**config.mk**
```make
export PLATFORM = sky130hd
export DESIGN_NAME = ddo_ctrl
export DESIGN_NICKNAME = d
export VERILOG_FILES = /design/src/sv/ddo_pkg.sv /design/src/sv/ddo_ctrl.sv
export VERILOG_INCLUDE_DIRS = /design/src /design/src/sv
export SDC_FILE = /design/constraint.sdc
export NUM_CORES = 1
export LEC_CHECK = 0
export ABC_AREA = 1
export ABC_CLOCK_PERIOD_IN_PS = 1400
export BUFFER_PORTS_ARGS = -buffer_cell sky130_fd_sc_hd__buf_2
export CORE_ASPECT_RATIO = 0.6
export CORE_MARGIN = 3
export CORE_UTILIZATION = 35
export CTS_CLUSTER_SIZE = 8
export DETAILED_ROUTE_END_ITERATION = 10
export PLACE_DENSITY = 0.63
export REMOVE_ABC_BUFFERS = 1
export SYNTH_ARGS = -nofsm -noshare
export SYNTH_HDL_FRONTEND = slang
export SYNTH_SLANG_ARGS = --single-unit
```
**constraint.sdc**
```tcl
create_clock -name clk -period 1.4 [get_ports clk]
set_input_delay 0 -clock clk [delete_from_list [all_inputs] [get_ports clk]]
set_output_delay 0 -clock clk [all_outputs]
set_load 0.01 [all_outputs]
```
**src/sv/assert_macros.svh**
```systemverilog
// assertion helpers shared by the rtl files
`ifndef ASSERT_MACROS_SVH
`define ASSERT_MACROS_SVH

// same-cycle implication, disabled in reset
`define AST_IMPL(lbl, ante, cons, msg) \
  lbl: assert property (@(posedge clk) disable iff (rst) (ante) |-> (cons)) else $error(msg);

// next-cycle implication, disabled in reset
`define AST_NEXT(lbl, ante, cons, msg) \
  lbl: assert property (@(posedge clk) disable iff (rst) (ante) |=> (cons)) else $error(msg);

`endif

```
**src/sv/ddo_pkg.sv**
```systemverilog
// ----------------------------------------------------------------------------
// ddo_pkg
// shared types, constants and the cordic arctangent table for the odometry
// ----------------------------------------------------------------------------
package ddo_pkg;

  localparam int CORDIC_STEPS = 16;
  localparam int FRAC_BITS    = 16;
  localparam int DIV_W        = 51;
  localparam int CNT_W        = 6;
  localparam logic [CNT_W-1:0] DIV_LAST = CNT_W'(DIV_W - 1);
  localparam logic [CNT_W-1:0] ROT_LAST = CNT_W'(CORDIC_STEPS - 1);

  localparam logic [30:0] GAIN_Q30    = 31'd652032874;
  localparam logic [29:0] INV_2PI_Q32 = 30'd683565276;

  localparam logic [15:0] RADIUS_RESET = 16'd1835;
  localparam logic [15:0] SEP_RESET    = 16'd4096;

  localparam logic [7:0] REG_RADIUS = 8'd0;
  localparam logic [7:0] REG_SEP    = 8'd1;

  typedef enum logic [3:0] {
    OP_NONE, OP_PRIME, OP_DELTA, OP_MUL, OP_PREP, OP_DIV, OP_ANG,
    OP_BAMMUL, OP_LOAD1, OP_ROT, OP_POS, OP_LOAD2, OP_EMIT
  } op_t;

  typedef struct packed {
    op_t        op;
    logic [4:0] step;
  } cmd_t;

  typedef struct packed {
    logic primed;
    logic out_busy;
  } status_t;

  typedef struct packed {
    logic       valid;
    logic [7:0] index;
    logic [15:0] data;
  } cfg_wr_t;

  // arctangent of 2^-i as binary angle
  function automatic logic [31:0] atan_bam(input logic [4:0] i);
    logic [31:0] v;
    case (i)
      5'd0:  v = 32'd536870912;
      5'd1:  v = 32'd316933406;
      5'd2:  v = 32'd167458907;
      5'd3:  v = 32'd85004756;
      5'd4:  v = 32'd42667331;
      5'd5:  v = 32'd21354465;
      5'd6:  v = 32'd10679838;
      5'd7:  v = 32'd5340245;
      5'd8:  v = 32'd2670163;
      5'd9:  v = 32'd1335087;
      5'd10: v = 32'd667544;
      5'd11: v = 32'd333772;
      5'd12: v = 32'd166886;
      5'd13: v = 32'd83443;
      5'd14: v = 32'd41722;
      5'd15: v = 32'd20861;
      5'd16: v = 32'd10430;
      5'd17: v = 32'd5215;
      5'd18: v = 32'd2608;
      5'd19: v = 32'd1304;
      5'd20: v = 32'd652;
      5'd21: v = 32'd326;
      5'd22: v = 32'd163;
      5'd23: v = 32'd81;
      5'd24: v = 32'd41;
      5'd25: v = 32'd20;
      5'd26: v = 32'd10;
      5'd27: v = 32'd5;
      5'd28: v = 32'd3;
      5'd29: v = 32'd1;
      default: v = 32'd0;
    endcase
    return v;
  endfunction

endpackage

```
**src/sv/ddo_ctrl.sv**
```systemverilog
// ----------------------------------------------------------------------------
// ddo_ctrl
// sequencer: prime or delta, multiply, divide, two cordic runs, emit
// ----------------------------------------------------------------------------
`include "assert_macros.svh"
module ddo_ctrl (
  input  logic             clk,
  input  logic             rst,
  input  logic             in_valid,
  output logic             in_stall,
  input  ddo_pkg::status_t status,
  output ddo_pkg::cmd_t    cmd
);
  import ddo_pkg::*;

  typedef enum logic [3:0] {
    S_IDLE, S_MUL, S_PREP, S_DIV, S_ANG, S_BAMMUL, S_LOAD1, S_ROT1,
    S_POS, S_LOAD2, S_ROT2, S_EMIT
  } state_t;

  state_t           state;
  logic [CNT_W-1:0] cnt;

  assign in_stall = (state != S_IDLE);

  // command decode
  always_comb begin
    cmd.op   = OP_NONE;
    cmd.step = cnt[4:0];
    unique case (state)
      S_IDLE: begin
        if (in_valid) cmd.op = status.primed ? OP_DELTA : OP_PRIME;
      end
      S_MUL:    cmd.op = OP_MUL;
      S_PREP:   cmd.op = OP_PREP;
      S_DIV:    cmd.op = OP_DIV;
      S_ANG:    cmd.op = OP_ANG;
      S_BAMMUL: cmd.op = OP_BAMMUL;
      S_LOAD1:  cmd.op = OP_LOAD1;
      S_ROT1:   cmd.op = OP_ROT;
      S_POS:    cmd.op = OP_POS;
      S_LOAD2:  cmd.op = OP_LOAD2;
      S_ROT2:   cmd.op = OP_ROT;
      S_EMIT: begin
        if (!status.out_busy) cmd.op = OP_EMIT;
      end
      default:  cmd.op = OP_NONE;
    endcase
  end

  // state and step counter
  always_ff @(posedge clk) begin
    if (rst) begin
      state <= S_IDLE;
      cnt   <= '0;
    end else begin
      unique case (state)
        S_IDLE: begin
          if (in_valid && status.primed) state <= S_MUL;
        end
        S_MUL:  state <= S_PREP;
        S_PREP: begin
          state <= S_DIV;
          cnt   <= '0;
        end
        S_DIV: begin
          if (cnt == DIV_LAST) state <= S_ANG;
          else cnt <= cnt + 1'b1;
        end
        S_ANG:    state <= S_BAMMUL;
        S_BAMMUL: state <= S_LOAD1;
        S_LOAD1: begin
          state <= S_ROT1;
          cnt   <= '0;
        end
        S_ROT1: begin
          if (cnt == ROT_LAST) state <= S_POS;
          else cnt <= cnt + 1'b1;
        end
        S_POS:  state <= S_LOAD2;
        S_LOAD2: begin
          state <= S_ROT2;
          cnt   <= '0;
        end
        S_ROT2: begin
          if (cnt == ROT_LAST) state <= S_EMIT;
          else cnt <= cnt + 1'b1;
        end
        S_EMIT: begin
          if (!status.out_busy) state <= S_IDLE;
        end
        default: state <= S_IDLE;
      endcase
    end
  end

  `AST_NEXT(a_div_end, state == S_DIV && cnt == DIV_LAST, state == S_ANG, "divide overran")
  `AST_NEXT(a_prime_idle, in_valid && !in_stall && !status.primed, state == S_IDLE, "prime item started work")
  `AST_IMPL(a_emit_free, cmd.op == OP_EMIT, !status.out_busy, "emit over pending result")

endmodule

```
Yosys cells after proc, flatten, opt, wreduce, memory -nomap -nowiden
Cells that the tools add are included.
- bits in latches: 0
- memory bits (read-only): 0
- flip-flop bits (word level): 10
- output and inout bits: 10
- memories kept: 0
- logic and storage cells: 44
- bits in writable memories: 0
- input bits: 5
- multipliers: 0
- muxes and demuxes: 13
- divide/modulo/power cells: 0
- add/subtract/negate cells: 1
- $lt $le $gt $ge: 0
- shift-type cells: 0
- bitwise operators: 0
- reduce and logical (&&, ||, !) cells: 8
- eq/ne operators: 20
- operators with widths (cell ; count):
    one-hot mux 4 bit (12 select lines) ; 1
    one-hot mux 4 bit (11 select lines) ; 1
    two-way mux 4 bit ; 6
    one-hot mux 6 bit (3 select lines) ; 1
    equality test 4 x 3 -> 1 bit (second input constant) ; 4
    equality test 4 bit (second input constant) ; 4
    inequality test 2 bit (second input constant) ; 7
    two-way mux 6 bit ; 2
    equality test 4 x 2 -> 1 bit (second input constant) ; 2
    adder 6 x 1 -> 6 bit (second input constant) ; 1
    equality test 6 x 4 -> 1 bit (second input constant) ; 1
    equality test 6 bit (second input constant) ; 1
    AND reduction 5 bit ; 1
    equality test 4 x 1 -> 1 bit (second input constant) ; 1
    zero test 4 bit ; 1
    two-way mux 2 bit ; 2
    nonzero test 4 bit ; 1
    AND reduction 3 bit ; 1
    nonzero test 3 bit ; 1
    OR reduction 3 bit ; 1
    OR reduction 2 bit ; 1
    logical AND 1 bit ; 1

Longest topological paths before layout
- depth after elaboration: 4
- depth in mapped cells: 11
- gate-level depth less buffers: 11

Worst setup path after synthesis
Ideal clock, no wire load.
- kind: register to register
- start point: reg cnt[0]
- end point: reg cnt[0]
- stages on the path, launching flop included: 11
- setup slack: 0.070 ns
- arrival time: 1.218 ns
- library setup time: 0.112 ns
- cell sequence: dfxtp_1 -> ha_1 -> nand3_1 -> nor2_1 -> nand2_1 -> nand2_1 -> inv_2 -> nand2_2 -> inv_2 -> nor2_1 -> nor2_1
- cells in the longest elaborated chain, start to end: 3
- RTL lines (what ; RTL line ; source):
    start: declaration ; ddo_ctrl.sv:22 ; logic [CNT_W-1:0] cnt;
    start signal: assignment ; ddo_ctrl.sv:68 ; else cnt <= cnt + 1'b1;
    start signal: assignment ; ddo_ctrl.sv:78 ; else cnt <= cnt + 1'b1;
    start signal: assignment ; ddo_ctrl.sv:87 ; else cnt <= cnt + 1'b1;
    adder 6 x 1 -> 6 bit, or another cell as far along ; ddo_ctrl.sv:68, ddo_ctrl.sv:78, ddo_ctrl.sv:87 ;
    two-way mux 6 bit, or another cell as far along ; ddo_ctrl.sv:77, ddo_ctrl.sv:86 ;
    one-hot mux 6 bit (3 select lines) or AND reduction 3 bit (tied branches) ; - ;
Parallel ways exist; a longest one is shown, timed or not. The select of a mux whose other input is x is not followed.
A chain may end at the register's enable or synchronous reset.

==> impl_metrics.yaml <==
outcome:
  status: "finished clean"
logic_synthesis:
  yosys_warnings: 0
  synth_ff_type: "dfxtp_1"
  ys_types: 21
  synth_area_leaders: "dfxtp_1 (24%), nand2_1 (20%), nor2_1 (11%), nand3_1 (7.9%), inv_1 (6.8%)"
  async_reset_ff_frac: 0
  synth_edf_count: 0
  syn_area_um2: 825
  synth_common_cells: "nand2_1 (45), nor2_1 (24), inv_1 (15)"
  seq_area_frac_synth: 0.243
  yosys_register_bits: 10
  yosysMostFrequentCell: "nand2_1"
  avgSynthCellArea_um2: 5.65
  synth_top_cell_by_area: "dfxtp_1"
  syn_inst: 146
  yosys.area.top_type_share: 0.243
timing:
  setup_viol: 0
  slew_headroom: 0.819
  rsz0062_at_grt: "yes"
  slew_violations: 0
  period_minus_slack_ns: 1.38
  timing.final.crit_share: 0.985
  clock.fmax_mhz: 725
  finalClockSkew_ns: 0.0111
  finalHoldViolCount: 0
  tightest_slew_ns: 0.271
  finalSetupTns_ns: 0
  hold_slack_ns: 0.129
  fin_ws_ns: 0.0204
placement:
  portBuffers: 14
  pre_cts_ws_ns: -0.0101
  hpwl_um: 1720
  place_area_um2: 960
  place_congestion: 0.898
setup_path:
  crit_slowest_cell: "dfxtp_4"
  cp-start-kind: "flop"
  crit_path_end_kind: "output port"
  endpoint: "cmd[5]"
  crit_path_start: "state[0]"
  regToRegSetupSlack_ns: 0.05
  required_ns: 1.40
  criticalPathCategory: "flop to output port"
  crit_fanout: 4
  max_stage_delay_ns: 0.36
  crit_path_cell_trace: "inv_1 -> nand2_1 -> nor2_2 -> inv_1 -> nor2_1 -> nand2_1 -> nand2_1 -> buf_2"
  cp_common_cell: "nand2_1"
  cp.arrival_ns: 1.38
  reg2reg_from: "state[0]"
  r2r_cells: 10
  r2r_end: "state[2]"
cts:
  insertion_delay_ns: 0.24
  cts_buffer_depth: 2
  h-tree-depth: 1
  cts_tree: "built"
  clk_pin_slew_ns: 0.06
  clock-root-buffer: "clkbuf_8"
  numCtsBuffers: 3
  cts_sinks: 10
floorplanning:
  fp.dieW_um: 68.7
  die_h_um: 43.6
  rows: 12
  die_area_mm2: 0.00299
  core_mm2: 0.00203
  io_pins: 15
  start_util: 0.407
grt:
  grt_pass1_vias: 769
  grtUsageTotal: 0.162
  grt_start_max_net_pins: 8
  grt_overflow: 0
  antenna_found_initial: 0
  grt_pass1_wl_um: 3550
power_and_ir_drop:
  p_sw_frac: 0.505
  p_switching_mw: 1.37
  p_int_mw: 1.35
  power_frac_comb: 0.653
  cellPowerDensity_mw_per_mm2: 2380
  p_seq_frac: 0.209
  clkPwrFrac: 0.138
  p_leak_nw: 0.586
  irDropWorstVdd_uv: 1020
finish:
  antenna_cells: 0
  synthToLayoutAreaGrowth_pct: 38.7
  drive_gt1_frac: 0.359
  design_area_mm2: 0.00114
  final_nets: 178
  fin_util: 0.564
hold_path:
  hold_path.class: "input port to flop"
detailed_routing:
  firstDrtPassIters: 4
  postRouteAntennaNets: 0
  vias: 966
  drc_errors: 0
  via_per_inst: 4.88
  drt-initial-drc-count: 115
  wirelength_um: 2370
  wl_per_cell_um: 12.0
run:
  drv_cap: 0
[registers in the layout (all words and copies together) (netlist names)]
register / count
cnt: 6
state: 4
[worst max-delay path: cells and delay by family, from the launching register on]
kind                   cells  cell delay (ns)
buffers and inverters      3             0.33
DFF                        1             0.36
and+or+nand+nor            5             0.45
[worst min-delay path by stage]
stage / startpoint / to / slack [ns] / depth (start not counted)
final: in_valid / state[1] / 0.13 / 5
after floorplan: rst / cnt[2] / 0.07 / 1
after global placement: rst / cnt[2] / 0.21 / 2
after CTS: in_valid / state[1] / 0.14 / 5
after detailed placement: rst / cnt[2] / 0.21 / 2
after global routing: in_valid / state[1] / 0.17 / 5
[timing repair]
action | 4_1_cts | 5_1_grt
setup endpoints to repair | 8 | 13
pin swaps | 1 | 7
cloned | 0 | 0
hold buffers | 1 | 0
resized for setup | 2 | 32
buffers inserted | 1 | 0
hold endpoints to repair | 3 | 0
[routing by layer]
metal / share of wire / wire [um] / up-vias / global-route usage
li1: - / - / 501 / -
met1: 0.45 / 1070 / 422 / 0.252
met2: 0.43 / 1020 / 41 / 0.207
met3: 0.12 / 276 / 2 / 0.0622
met4: 0.0034 / 8 / 0 / 0.0237
met5: 0 / 0 / - / 0
[logic make-up (layout without fill, tap and decap cells)]
family / Yosys count / in the layout / share of synthesized area
AOI/OAI and AO/OA: 13 / 13 / 0.0880
xor gates and xnor gates: 1 / 1 / 0.0106
buffers and inverters: 26 / 50 / 0.141
adders and majority gates: 2 / 2 / 0.0303
DFF: 10 / 10 / 0.243
and+or+nand+nor: 94 / 94 / 0.487
[placed cells by master, fill, tap and decap left out, drive strengths merged]
cell | Yosys | final
o21ai | 4 | 4
buf | 5 | 24
nor3 | 1 | 1
dlygate4sd3 | 0 | 1
clkinv | 1 | 1
a21oi | 6 | 6
inv | 20 | 20
o211ai | 2 | 2
nand4 | 3 | 3
or2 | 1 | 1
ha | 2 | 2
clkbuf | 0 | 4
xnor2 | 1 | 1
nand2 | 50 | 50
nand3 | 14 | 14
dfxtp | 10 | 10
nor2 | 25 | 25
o21bai | 1 | 1
[power by group through the flow]
stage	combinational [mW]	sequential, mW	clock [mW]
2_1_floorplan	1.08	0.485	0
3_3_place_gp	1.59	0.493	0
3_5_place_dp	1.58	0.496	0
4_1_cts	1.60	0.493	0.376
5_1_grt	1.99	0.579	0.393
6_report	1.78	0.568	0.374
[stage by stage]
step           power, mW  std cells
2_1_floorplan       1.56        141
3_3_place_gp        2.08        192
3_5_place_dp        2.08        192
4_1_cts             2.47        198
5_1_grt             2.96        198
6_report            2.72        198
[cell type report]
| class | instances | area (um^2) |
|---|---|---|
| Inverter | 21 | 81.3 |
| Tap cell | 28 | 35.0 |
| Fill cell | 186 | 883 |
| Multi-Input combinational cell | 110 | 596 |
| Clock buffer | 4 | 55.1 |
| Sequential cell | 10 | 221 |
| Timing Repair Buffer | 25 | 155 |
Note: power is estimated with default switching activity, not from simulation.
